File: src/bcs_pkg.sv
// Shared types and constants for the I2C bus-clear sequencer.
`default_nettype none

package bcs_pkg;

    // Configuration register indexes.
    localparam logic [1:0] CFG_HALF_PERIOD = 2'd0;
    localparam logic [1:0] CFG_SCL_WAIT    = 2'd1;
    localparam logic [1:0] CFG_MAX_PULSES  = 2'd2;

    // Register reset values.
    localparam logic [7:0]  HALF_PERIOD_RESET = 8'd5;
    localparam logic [15:0] SCL_WAIT_RESET    = 16'd500;
    localparam logic [3:0]  MAX_PULSES_RESET  = 4'd9;

    // Final result codes.
    localparam logic [1:0] STATUS_OK       = 2'd0;
    localparam logic [1:0] STATUS_TIMEOUT  = 2'd1;
    localparam logic [1:0] STATUS_LINE_LOW = 2'd2;

    // Sequencer phases, one-hot.
    typedef enum logic [10:0] {
        PH_IDLE   = 11'b000_0000_0001,
        PH_SETTLE = 11'b000_0000_0010,
        PH_WAIT   = 11'b000_0000_0100,
        PH_PLOW   = 11'b000_0000_1000,
        PH_PWAIT  = 11'b000_0001_0000,
        PH_PHIGH  = 11'b000_0010_0000,
        PH_SCLLOW = 11'b000_0100_0000,
        PH_SDALOW = 11'b000_1000_0000,
        PH_SWAIT  = 11'b001_0000_0000,
        PH_SHOLD  = 11'b010_0000_0000,
        PH_SEND   = 11'b100_0000_0000
    } phase_t;

    // Configuration register set.
    typedef struct packed {
        logic [7:0]  half_period_ticks;
        logic [15:0] scl_wait_limit;
        logic [3:0]  max_pulses;
    } cfg_t;

    // Sequencer state carried from tick to tick.
    typedef struct packed {
        phase_t      phase;
        logic [15:0] tick_count;
        logic [3:0]  pulse_count;
        logic [1:0]  last_status;
    } seq_state_t;

    // One input tick.
    typedef struct packed {
        logic sda_level;
        logic scl_level;
        logic start_request;
    } tick_in_t;

    // One result item.
    typedef struct packed {
        logic [1:0] status;
        logic       done_res;
        logic       busy_res;
        logic       sda_pull_low;
        logic       scl_pull_low;
    } tick_out_t;

endpackage

`default_nettype wire

File: src/i2c_bus_clear_sequencer.sv
// Top level of the I2C bus-clear sequencer: input register, state, result register.
//
//   Channel   Direction  Signals                          Contents
//   s_        in         s_tvalid s_tready s_tdata[7:0]   one tick of sampled lines
//   m_        out        m_tvalid m_tready m_tdata[7:0]   line drives and status
//   cfg_      in         cfg_valid cfg_ready cfg_index    register writes
//                        cfg_data[15:0]
//
// Each tick is registered on input, advanced through the sequencer by the
// combinational step logic and lands in the result register; one tick per cycle
// is sustained while m_tready stays high. The single-step state update sets that rate.
// Reset returns the sequencer to idle with status ok and default registers.
// A stalled result register holds the pending tick in the input register.
`default_nettype none

module i2c_bus_clear_sequencer (
    input  wire logic        aclk,
    input  wire logic        aresetn,
    input  wire logic        s_tvalid,
    output logic             s_tready,
    input  wire logic [7:0]  s_tdata,   // [0] start_request, [1] scl_level, [2] sda_level
    output logic             m_tvalid,
    input  wire logic        m_tready,
    output logic [7:0]       m_tdata,   // [0] scl_pull_low, [1] sda_pull_low,
                                        // [2] busy_res, [3] done_res, [5:4] status
    input  wire logic        cfg_valid,
    output logic             cfg_ready,
    input  wire logic [1:0]  cfg_index,
    input  wire logic [15:0] cfg_data
);

    bcs_pkg::cfg_t       cfg;
    bcs_pkg::tick_in_t   in_reg;
    logic                in_valid_reg;
    logic                in_valid_next;
    bcs_pkg::seq_state_t state_reg;
    bcs_pkg::seq_state_t state_next;
    bcs_pkg::tick_out_t  step_out;
    bcs_pkg::tick_out_t  out_reg;
    logic                out_valid_reg;
    logic                out_valid_next;
    logic                advance;
    logic                s_xfer;

    bcs_cfg u_cfg (
        .aclk      (aclk),
        .aresetn   (aresetn),
        .cfg_valid (cfg_valid),
        .cfg_ready (cfg_ready),
        .cfg_index (cfg_index),
        .cfg_data  (cfg_data),
        .cfg       (cfg)
    );

    bcs_step u_step (
        .cfg  (cfg),
        .cur  (state_reg),
        .tin  (in_reg),
        .nxt  (state_next),
        .tout (step_out)
    );

    // A tick advances when the result register is free or being drained.
    assign advance  = in_valid_reg && (!out_valid_reg || m_tready);
    assign s_tready = !in_valid_reg || advance;
    assign s_xfer   = s_tvalid && s_tready;

    always_comb begin
        in_valid_next  = s_xfer ? 1'b1 : (advance ? 1'b0 : in_valid_reg);
        out_valid_next = advance ? 1'b1 : (m_tready ? 1'b0 : out_valid_reg);
    end

    // Control state.
    always_ff @(posedge aclk) begin
        if (!aresetn) begin
            in_valid_reg          <= 1'b0;
            out_valid_reg         <= 1'b0;
            state_reg.phase       <= bcs_pkg::PH_IDLE;
            state_reg.tick_count  <= 16'd0;
            state_reg.pulse_count <= 4'd0;
            state_reg.last_status <= bcs_pkg::STATUS_OK;
        end else begin
            in_valid_reg  <= in_valid_next;
            out_valid_reg <= out_valid_next;
            if (advance) begin
                state_reg <= state_next;
            end
        end
    end

    // Payload registers.
    always_ff @(posedge aclk) begin
        if (s_xfer) begin
            in_reg.start_request <= s_tdata[0];
            in_reg.scl_level     <= s_tdata[1];
            in_reg.sda_level     <= s_tdata[2];
        end
        if (advance) begin
            out_reg <= step_out;
        end
    end

    assign m_tvalid = out_valid_reg;
    assign m_tdata  = {2'b00, out_reg.status, out_reg.done_res, out_reg.busy_res,
                       out_reg.sda_pull_low, out_reg.scl_pull_low};

endmodule

`default_nettype wire

File: src/bcs_cfg.sv
// Configuration register file of the bus-clear sequencer.
`default_nettype none

module bcs_cfg (
    input  wire logic         aclk,
    input  wire logic         aresetn,
    input  wire logic         cfg_valid,
    output logic              cfg_ready,
    input  wire logic [1:0]   cfg_index,
    input  wire logic [15:0]  cfg_data,
    output bcs_pkg::cfg_t     cfg
);

    bcs_pkg::cfg_t cfg_reg;
    bcs_pkg::cfg_t cfg_next;

    // Writes are always taken; an unknown index is dropped.
    assign cfg_ready = 1'b1;
    assign cfg       = cfg_reg;

    always_comb begin
        cfg_next = cfg_reg;
        if (cfg_valid) begin
            case (cfg_index)
                bcs_pkg::CFG_HALF_PERIOD: cfg_next.half_period_ticks = cfg_data[7:0];
                bcs_pkg::CFG_SCL_WAIT:    cfg_next.scl_wait_limit    = cfg_data;
                bcs_pkg::CFG_MAX_PULSES:  cfg_next.max_pulses        = cfg_data[3:0];
                default:                  cfg_next = cfg_reg;
            endcase
        end
    end

    always_ff @(posedge aclk) begin
        if (!aresetn) begin
            cfg_reg.half_period_ticks <= bcs_pkg::HALF_PERIOD_RESET;
            cfg_reg.scl_wait_limit    <= bcs_pkg::SCL_WAIT_RESET;
            cfg_reg.max_pulses        <= bcs_pkg::MAX_PULSES_RESET;
        end else begin
            cfg_reg <= cfg_next;
        end
    end

endmodule

`default_nettype wire

File: src/bcs_step.sv
// Next-state and output logic for one tick of the bus-clear sequencer.
`default_nettype none

module bcs_step (
    input  wire bcs_pkg::cfg_t        cfg,
    input  wire bcs_pkg::seq_state_t  cur,
    input  wire bcs_pkg::tick_in_t    tin,
    output bcs_pkg::seq_state_t       nxt,
    output bcs_pkg::tick_out_t        tout
);

    logic [7:0]  half_eff;
    logic [15:0] tick_inc;
    logic        delay_done;
    logic        wait_high;
    logic        wait_timeout;
    logic [15:0] wait_tick;
    logic [3:0]  pulse_inc;
    logic        done;

    // Shared delay and SCL-wait helpers; a zero half period counts as one.
    always_comb begin
        half_eff     = (cfg.half_period_ticks == 8'd0) ? 8'd1 : cfg.half_period_ticks;
        tick_inc     = cur.tick_count + 16'd1;
        delay_done   = (tick_inc >= {8'd0, half_eff});
        wait_high    = tin.scl_level;
        wait_timeout = !tin.scl_level && (cur.tick_count >= cfg.scl_wait_limit);
        wait_tick    = (wait_high || wait_timeout) ? 16'd0 : tick_inc;
        pulse_inc    = cur.pulse_count + 4'd1;
    end

    // Phase transitions.
    always_comb begin
        nxt  = cur;
        done = 1'b0;
        case (cur.phase)
            bcs_pkg::PH_IDLE: begin
                if (tin.start_request) begin
                    nxt.phase      = bcs_pkg::PH_SETTLE;
                    nxt.tick_count = 16'd0;
                end
            end
            bcs_pkg::PH_SETTLE, bcs_pkg::PH_PLOW, bcs_pkg::PH_SCLLOW,
            bcs_pkg::PH_SDALOW, bcs_pkg::PH_SHOLD: begin
                nxt.tick_count = delay_done ? 16'd0 : tick_inc;
                if (delay_done) begin
                    case (cur.phase)
                        bcs_pkg::PH_SETTLE: nxt.phase = bcs_pkg::PH_WAIT;
                        bcs_pkg::PH_PLOW:   nxt.phase = bcs_pkg::PH_PWAIT;
                        bcs_pkg::PH_SCLLOW: nxt.phase = bcs_pkg::PH_SDALOW;
                        bcs_pkg::PH_SDALOW: nxt.phase = bcs_pkg::PH_SWAIT;
                        default:            nxt.phase = bcs_pkg::PH_SEND;
                    endcase
                end
            end
            bcs_pkg::PH_WAIT: begin
                nxt.tick_count = wait_tick;
                if (wait_high) begin
                    if (!tin.sda_level) begin
                        nxt.pulse_count = 4'd0;
                        nxt.phase = (cfg.max_pulses == 4'd0) ? bcs_pkg::PH_SCLLOW
                                                              : bcs_pkg::PH_PLOW;
                    end else begin
                        nxt.phase = bcs_pkg::PH_SCLLOW;
                    end
                end else if (wait_timeout) begin
                    nxt.phase       = bcs_pkg::PH_IDLE;
                    nxt.last_status = bcs_pkg::STATUS_TIMEOUT;
                    done            = 1'b1;
                end
            end
            bcs_pkg::PH_PWAIT: begin
                nxt.tick_count = wait_tick;
                if (wait_high) begin
                    nxt.phase = bcs_pkg::PH_PHIGH;
                end else if (wait_timeout) begin
                    nxt.phase       = bcs_pkg::PH_IDLE;
                    nxt.last_status = bcs_pkg::STATUS_TIMEOUT;
                    done            = 1'b1;
                end
            end
            bcs_pkg::PH_PHIGH: begin
                nxt.tick_count = delay_done ? 16'd0 : tick_inc;
                if (delay_done) begin
                    nxt.pulse_count = pulse_inc;
                    nxt.phase = (tin.sda_level || (pulse_inc >= cfg.max_pulses))
                              ? bcs_pkg::PH_SCLLOW : bcs_pkg::PH_PLOW;
                end
            end
            bcs_pkg::PH_SWAIT: begin
                // A time-out during the stop condition is not reported.
                nxt.tick_count = wait_tick;
                if (wait_high || wait_timeout) begin
                    nxt.phase = bcs_pkg::PH_SHOLD;
                end
            end
            bcs_pkg::PH_SEND: begin
                nxt.tick_count = delay_done ? 16'd0 : tick_inc;
                if (delay_done) begin
                    nxt.phase       = bcs_pkg::PH_IDLE;
                    nxt.last_status = (tin.scl_level && tin.sda_level)
                                    ? bcs_pkg::STATUS_OK : bcs_pkg::STATUS_LINE_LOW;
                    done            = 1'b1;
                end
            end
            default: begin
                nxt.phase      = bcs_pkg::PH_IDLE;
                nxt.tick_count = 16'd0;
            end
        endcase
    end

    // Line drives and flags follow the phase after this tick.
    always_comb begin
        tout.scl_pull_low = (nxt.phase == bcs_pkg::PH_PLOW)   ||
                            (nxt.phase == bcs_pkg::PH_SCLLOW) ||
                            (nxt.phase == bcs_pkg::PH_SDALOW);
        tout.sda_pull_low = (nxt.phase == bcs_pkg::PH_SDALOW) ||
                            (nxt.phase == bcs_pkg::PH_SWAIT)  ||
                            (nxt.phase == bcs_pkg::PH_SHOLD);
        tout.busy_res     = (nxt.phase != bcs_pkg::PH_IDLE);
        tout.done_res     = done;
        tout.status       = nxt.last_status;
    end

endmodule

`default_nettype wire

File: config.mk
export PLATFORM = sky130hd
export DESIGN_NAME = i2c_bus_clear_sequencer
export DESIGN_NICKNAME = d
export VERILOG_FILES = /design/src/bcs_pkg.sv /design/src/i2c_bus_clear_sequencer.sv /design/src/bcs_cfg.sv /design/src/bcs_step.sv
export SDC_FILE = /design/constraint.sdc
export NUM_CORES = 1
export LEC_CHECK = 0
export BUFFER_PORTS_ARGS = -buffer_cell sky130_fd_sc_hd__buf_4
export CORE_ASPECT_RATIO = 0.9
export CORE_MARGIN = 5
export CORE_UTILIZATION = 62
export CTS_BUF_LIST = sky130_fd_sc_hd__clkbuf_8
export CTS_CLUSTER_DIAMETER = 60
export DETAILED_ROUTE_END_ITERATION = 12
export GPL_ROUTABILITY_DRIVEN = 0
export PLACE_DENSITY_LB_ADDON = 0.05
export SLEW_MARGIN = 30
export SYNTH_ARGS = -nofsm -noshare
export SYNTH_HDL_FRONTEND = slang
export SYNTH_SLANG_ARGS = --single-unit
File: constraint.sdc
create_clock -name aclk -period 3.5 [get_ports aclk]
set_input_delay 0.7 -clock aclk [delete_from_list [all_inputs] [get_ports aclk]]
set_output_delay 0.7 -clock aclk [all_outputs]
set_load 0.02 [all_outputs]
Word level (Yosys, flattened, before mapping). Cells that the tools add are included.

Magnitude comparators: 3. Multiplexer cells: 33. $add $sub $neg: 2. Equal/unequal tests: 23. Reductions and logical operators: 28.

Operators by type and width (number): $pmux 27 s7 (1); $mux 11 (8); $pmux 11 s4 (1); $mux 16 (2); $mux 27 (1); $eq 11x10->1 const B (2); $eq 11x4->1 const B (2); $eq 11x7->1 const B (2); $eq 11x8->1 const B (2); $eq 11x9->1 const B (2); $add 16x1->16 const B (1); $ge 16x16->1 (1); $ge 16x8->1 (1); $mux 7 (2); $mux 4 (3); $eq 11x1->1 const B (1); $eq 11x11->1 const B (1); $eq 11x2->1 const B (1); $eq 11x3->1 const B (1); $eq 11x5->1 const B (1); $eq 11x6->1 const B (1); $ne 11x1->1 const B (1); $logic_not 8->1 (1); $logic_or 1x1->1 (8); other kinds (21) (42).

Input port bits: 31. Flip-flop bits (word level): 72. Output and inout bits: 11. Logic and storage cells: 106.

Longest topological paths before layout. Gate-level depths: netlist of the first run.

Word-level depth: 9. Mapped depth: 13. Mapped depth without buffers: 11.

Modules after synthesis. From an unflattened synthesis of the first run, not the netlist that was laid out.

Cell total of the unflattened synthesis: 600. Area total of the unflattened synthesis: 5049.8 um^2.

By module, submodules not included: bcs_step (cells an instance 311, times used 1, seq. area each 0.0 um^2, area each 2147.1 um^2); i2c_bus_clear_sequencer (cells an instance 164, times used 1, seq. area each 970.9 um^2, area each 1712.9 um^2); bcs_cfg (cells an instance 125, times used 1, seq. area each 560.5 um^2, area each 1189.9 um^2).

Worst setup path after synthesis of the first run. OpenSTA, ideal clock, no wires.

Path kind: reg2reg. Start point: reg state_reg[8] in the netlist's numbering. End point: reg state_reg[22] in the netlist's numbering. Path buffers: 2. Required time: 3.378 ns. Cell stages (with the launch flop): 14. Clock period less this slack: 2.829 ns. Path slack: 0.671 ns. Setup time: 0.122 ns. Data arrival time: 2.707 ns. Cell sequence: dfxtp_1 > buf_6 > and3_1 > nand3_1 > xnor2_1 > ha_1 > a21o_1 > a211oi_1 > o31ai_1 > a211oi_4 > and2_4 > buf_6 > o211ai_2 > o32a_1.

Word-level cells in the longest chain between the ends: 5. Elaborated cells on any way between the ends: 13. Classes of those cells: add/sub: 1; order compare: 2; mux: 8; reduce/logical: 2.

RTL lines: start, declared (line i2c_bus_clear_sequencer.sv:36) `bcs_pkg::seq_state_t state_reg;`; start signal, assigned (line i2c_bus_clear_sequencer.sv:86) `state_reg <= state_next;`; parallel branches: the longest is 4 deep, another holds $add 16x1->16; $pmux 27 s7 (*) (line bcs_step.sv:36) `case (cur.phase)`.

Every way passes the cells marked *. A chain may end at the register's enable or synchronous reset.

Final worst setup path of the first run.
Start point: reg state_reg[6] in the netlist's numbering. End point: reg state_reg[12] in the netlist's numbering.

Word-level cells in the longest chain between the ends: 5. Elaborated cells on any way between the ends: 8. Classes of those cells: add/sub: 1; order compare: 2; mux: 3; reduce/logical: 2.

RTL lines (line): parallel branches: the longest is 4 deep, another holds $add 16x1->16; $pmux 27 s7 (*) (bcs_step.sv:36).

Marks and branches as above.

==> results.toml, run 1 <==
[grt]
grt_first_pass_wirelength_um = 17420
met2_track_demand_over_resource_in_global_routing_pct = 36.00
grt_start_max_net_pins = 60
grt_use_total_pct = 23.25
grt_remaining_overflow = 0
gr-usage-met1_pct = 32.02
globalRouteMet3Util_pct = 5.097
grt_pass1_vias = 3758
grt-busiest-layer = "met2"
antenna_violations_before_repair = 0

[die]
chipWidth_um = 99.66
die_y_um = 90.69
io_pins = 42
rows = 29
core_um2 = 7039
die-area_um2 = 9038
initial_core_util_pct = 63.72

[sta]
timing.final.crit_period_ps = 3186
skew_ps = 10.93
timing.fmax_mhz = 313.8
rsz0062_at_grt = "no"
fin_tns_setup_ps = 0
layout_worst_path_cycle_share_pct = 91.04
worst_slew_pin_slew_ps = 787.5
setup_viol_count_final = 0
worst_slew_margin_rel_pct = 47.50
slew_viol_final = 0
timing.final.hold_violations = 0

[critical_path]
data_arrival_time_of_the_critical_path_ps = 3430
reg2regPathDepth = 11
timing_worst_setup_path_type = "flip-flop to flip-flop"
setup_crit_start_kind = "flip-flop"
reg2reg_slack_ps = 310
reg2reg_to = "state_reg[12]"
critPathRequiredTime_ps = 3740
r2r-start = "state_reg[6]"
end_kind = "flip-flop"
peak_fanout_along_the_critical_path = 8

[synthesis]
synth-async-reset-ratio_pct = 0
synthMostInstantiatedCell = "sky130_fd_sc_hd__dfxtp_1"
synth-seq-area-share_pct = 34.14
netlist_top_cells_area = "sky130_fd_sc_hd__dfxtp_1 (28%), sky130_fd_sc_hd__ha_1 (8.4%), sky130_fd_sc_hd__edfxtp_1 (6.0%)"
synth_area_leader_cell = "sky130_fd_sc_hd__dfxtp_1"
synth_top_area_share_pct = 28.12
ys_warn_count = 0
top_flip_flop_cell_by_instance_count_after_synthesis = "sky130_fd_sc_hd__dfxtp_1"
netlist-cell-type-count = 65
netlist_area_um2 = 4486
synth_area_per_cell_um2 = 8.463
syn-instance-count = 530
synth.top_cells.by_count = "sky130_fd_sc_hd__dfxtp_1 (63), sky130_fd_sc_hd__nand2_1 (59), sky130_fd_sc_hd__inv_1 (36), sky130_fd_sc_hd__nor2_1 (36), sky130_fd_sc_hd__ha_1 (30)"
synth-seq-cells = 72
synth_enable_flop_cells = 9

[placed_design]
placement.io_buffers = 33
sum_of_net_half_perimeters_after_detailed_placement_um = 7441

[finish]
largest_reg_flops = 33
antenna-diode-count = 0
final_core_utilization_pct = 70.57
areaGrowthSynthToFinish_pct = 10.74
final_layout_size_suffix_gt1_share_pct = 13.60
finish.net_count = 615

[run_status]
outcome = "complete, no violations"

[hold_path]
hold_depth = 2
classification_of_the_worst_slack_hold_path = "flip-flop to flip-flop"
worstHoldEndpoint = "state_reg[1]"
hp_start = "state_reg[1]"

[clock_network]
cts.reportedPaths.clkPinSlew_ps = 80
cts_root_buf = "sky130_fd_sc_hd__clkbuf_8"
h-tree-depth = 3
tritoncts.num_buffers = 9
ctsLongestPathBuffers = 2
clock_tree_from_tritoncts = "built"
clk_latency_ps = 350
post-cts-setup-buffers = 0
cts_hold_repair.buffers = 0
clock-sinks = 72
ctsResizeCount = 0

[routing]
vias = 3893
dr.first_iter.drc_count = 215
vias_per_cell = 5.971
firstDrtPassIters = 5
remaining_drc_errors = 0
detail_route.wl_per_cell_um = 15.75
routed_wirelength_um = 10270
route.antenna.remaining_nets = 0

[power]
power_density_over_cell_area_nw_per_um2 = 348.3
leakagePower_uw = 0.002033
worst_ir_drop_vdd_v = 0.0002713

[run]
maxCapViolations = 0
-- worst max path at each step --
stage                     to          from  slack, ps
2_1_floorplan  state_reg[22]  state_reg[8]        670
3_3_place_gp   state_reg[13]  state_reg[6]        430
3_5_place_dp   state_reg[16]  state_reg[6]        390
4_1_cts        state_reg[12]  state_reg[6]        310
5_1_grt        state_reg[14]  state_reg[9]         90
6_report       state_reg[12]  state_reg[6]        310
-- routing by layer --
metal / wire length, µm / vias to the layer above / part of all wire (%)
li1: - / 1925 / -
met1: 4746 / 1816 / 46
met2: 4583 / 126 / 45
met3: 704 / 26 / 6.9
met4: 231 / 0 / 2.3
met5: 0 / - / 0
-- critical path, cell delays in order (launching register included) --
cell and delay [ps]:
sky130_fd_sc_hd__dfxtp_1 460, sky130_fd_sc_hd__ha_1 300, sky130_fd_sc_hd__and3_1 230, sky130_fd_sc_hd__xor2_1 90, sky130_fd_sc_hd__ha_1 310, sky130_fd_sc_hd__nand3_1 80, sky130_fd_sc_hd__o31ai_1 490, sky130_fd_sc_hd__a211oi_4 170
sky130_fd_sc_hd__a32o_2 320, sky130_fd_sc_hd__o21ai_1 320, sky130_fd_sc_hd__buf_4 240, sky130_fd_sc_hd__nor2_1 60
-- final cells by class --
cell class	instances	area, µm²
flip-flops and latches	72	1531
repair buffers	42	315.3
clock buffers	9	123.9
inverters	36	135.1
multi-input cells	393	2665
clock inverters	7	80.08
well taps	93	116.4
fillers	598	2072
-- per-stage QoR --
step	instances	hold slack (ps)	power, µW	setup slack (ps)	cell area (µm²)
5_1_grt	652	485.5	1791	94.34	4967
3_3_place_gp	636	453.7	1049	429.1	4763
6_report	652	470.8	1730	313.7	4967
2_1_floorplan	531	441.2	992.5	670.9	4489
4_1_cts	652	474.1	1737	310.2	4967
3_5_place_dp	636	461.7	1054	386.4	4763
-- report_power, final --
group,leakage (µW),internal [µW],switching [µW]
Sequential,0.000598,855,12.4
Clock,0.0000964,337,356
Combinational,0.00134,70.3,99.0
Total,0.00203,1260,468
-- kinds of logic (layout without fill, tap and decap cells) --
kind of cell,count (synthesis),after routing,share of synthesized area (%)
XOR/XNOR,24,24,4.686
flip-flops,72,72,34.14
buffers and inverters,66,94,6.527
adder cells (fa/ha/maj),30,30,8.368
AO/OA/AOI/OAI,108,108,17.68
AND/OR/NAND/NOR,216,216,25.69
multiplexers,12,12,2.734
other,2,3,0.1674
-- placed cells by master (no fill, tap or decap), types with 14 or more instances in the layout --
| cell | Yosys | layout |
|---|---|---|
| sky130_fd_sc_hd__inv_1 | 36 | 36 |
| sky130_fd_sc_hd__xor2_1 | 14 | 14 |
| sky130_fd_sc_hd__nand2_1 | 59 | 59 |
| sky130_fd_sc_hd__a21oi_1 | 17 | 17 |
| sky130_fd_sc_hd__dfxtp_1 | 63 | 63 |
| sky130_fd_sc_hd__nor2_1 | 36 | 36 |
| sky130_fd_sc_hd__a21boi_0 | 20 | 20 |
| sky130_fd_sc_hd__nor2b_1 | 15 | 15 |
| sky130_fd_sc_hd__ha_1 | 30 | 30 |
| sky130_fd_sc_hd__o21ai_0 | 16 | 16 |
| sky130_fd_sc_hd__nand3_1 | 26 | 26 |
| sky130_fd_sc_hd__buf_4 | 5 | 42 |
(Power assumes the default switching activity.)
==> run 2, diff against run 1 <==
- RECOVER_POWER: unset -> 100
==> results.toml, run 2 (synthesis gave the netlist of run 1 again) <==
[run_status]
outcome = "complete, no violations"

[finish]
most-common-layout-cells = "sky130_fd_sc_hd__dfxtp_1 (63), sky130_fd_sc_hd__nand2_1 (59), sky130_fd_sc_hd__inv_1 (36), sky130_fd_sc_hd__nor2_1 (36), sky130_fd_sc_hd__ha_1 (30)"
antenna-diode-count = 0
post_layout_nonfiller_instances = 652
largest_reg_flops = 33
areaGrowthSynthToFinish_pct = 9.400
fillers = 611
finish.net_count = 615
final_core_utilization_pct = 69.71
final_common_cell = "sky130_fd_sc_hd__dfxtp_1"
final_layout_size_suffix_gt1_share_pct = 11.09

[routing]
detail_route.wl_per_cell_um = 15.75
remaining_drc_errors = 0
firstDrtPassIters = 5
vias_per_cell = 5.963
dr.first_iter.drc_count = 200
routed_wirelength_um = 10270
route.antenna.remaining_nets = 0
vias = 3888

[sta]
fin_ws_ps = 280.0
slew_viol_final = 0
timing.fmax_mhz = 310.6
worst_slew_margin_rel_pct = 40.65
worst_slew_pin_slew_ps = 890.3
layout_worst_path_cycle_share_pct = 92.00
timing.final.hold_violations = 0
skew_ps = 11.45
rsz0062_at_grt = "no"
setup_viol_count_final = 0
timing.final.crit_period_ps = 3220
fin_tns_setup_ps = 0

[critical_path]
critical_path_depth = 12
critPathTopFamily = "compound AO/OA/AOI/OAI gates"
end_kind = "flip-flop"
critPathRequiredTime_ps = 3790
crit_path_cell_trace = "and3_1 -> nand3_1 -> xnor2_1 -> ha_1 -> a21o_1 -> a211oi_1 -> o31ai_1 -> a211oi_4 -> a32o_1 -> o21ai_1 -> buf_4 -> nor2_1"
timing.critical_path.slowest_cell_delay_ps = 460
reg2reg_to = "state_reg[12]"
reg2regPathDepth = 12
setup_crit_start_kind = "flip-flop"
r2r-start = "state_reg[6]"
timing_worst_setup_path_type = "flip-flop to flip-flop"
peak_fanout_along_the_critical_path = 8
critPathCapture = "state_reg[12]"
data_arrival_time_of_the_critical_path_ps = 3510
critical_path.n_buffers_inverters = 1
reg2reg_slack_ps = 280
crit_path_launch = "state_reg[6]"
worst_path_slowest_cell = "sky130_fd_sc_hd__dfxtp_1"

[clock_network]
h-tree-depth = 3
tritoncts.num_buffers = 9
clock-sinks = 72
cts_root_buf = "sky130_fd_sc_hd__clkbuf_8"
post-cts-setup-buffers = 0
ctsLongestPathBuffers = 2
clk_latency_ps = 350
ctsResizeCount = 0
clock_tree_from_tritoncts = "built"
cts_hold_repair.buffers = 0
cts.reportedPaths.clkPinSlew_ps = 80

[die]
die_y_um = 90.69
die-area_um2 = 9038
initial_core_util_pct = 63.72
core_um2 = 7039
io_pins = 42
chipWidth_um = 99.66
rows = 29

[run]
maxCapViolations = 0

[hold_path]
classification_of_the_worst_slack_hold_path = "flip-flop to flip-flop"

[power]
power_density_over_cell_area_nw_per_um2 = 351.7
leakagePower_uw = 0.001976
power_uw = 1726
worst_ir_drop_vdd_v = 0.0002709

[grt]
grt_remaining_overflow = 0
grt_use_total_pct = 23.25
grt_start_max_net_pins = 60
grt_pass1_vias = 3758
antenna_violations_before_repair = 0
grt_first_pass_wirelength_um = 17420

[placed_design]
sum_of_net_half_perimeters_after_detailed_placement_um = 7441
preCtsSetupSlack_ps = 386.4
placement.io_buffers = 33
numPlacedInstances = 636
## run 2: changes by cell type in the layout (fill, tap and decap cells not counted), sizes merged
cell	before	now
buf	42	26
clkbuf	9	25
## run 2: worst min-delay path: stages, from the launching register on
cell                       delay (ps)
sky130_fd_sc_hd__dfxtp_1          320
sky130_fd_sc_hd__nand2_1           50
sky130_fd_sc_hd__a21boi_0          60
## run 2: layer usage
layer | wire length [µm] | GRT usage, % | vias up
met5 | 0 | 0 | -
met4 | 212 | 7.395 | 0
met3 | 702 | 5.097 | 25
met2 | 4617 | 36.00 | 128
met1 | 4734 | 32.02 | 1810
li1 | - | - | 1925
## run 2: area by class of cell
type | count | area (µm²) | share of cell area [%]
multi-input combinational | 393 | 2650 | 54.00
sequential | 72 | 1531 | 31.21
timing repair buffer | 42 | 270.3 | 5.507
inverter | 36 | 135.1 | 2.754
clock buffer | 9 | 123.9 | 2.524
tap | 93 | 116.4 | 2.371
clock inverter | 7 | 80.08 | 1.632
## run 2: power breakdown
group	total (µW)	internal [µW]	switching, µW
clock network	695	337	359
registers	868	855	12.3
logic	163	64.5	98.4
total	1730	1260	469
## run 2: worst min path at each step
stage	endpoint	cells after the start	slack (ps)	startpoint
floorplan	state_reg[1]	2	440	state_reg[1]
global placement	u_cfg.cfg[7]	2	450	u_cfg.cfg[7]
detailed placement	state_reg[1]	2	460	state_reg[1]
CTS	state_reg[1]	2	470	state_reg[1]
global route	u_cfg.cfg[14]	2	490	u_cfg.cfg[14]
finish	state_reg[1]	2	470	state_reg[1]
## run 2: through the flow
stage               hold slack, ps  instance area, µm²
floorplan                    441.2                4489
finish                       469.7                4907
CTS                          474.1                4967
global route                 485.5                4907
detailed placement           461.7                4763
global placement             453.7                4763
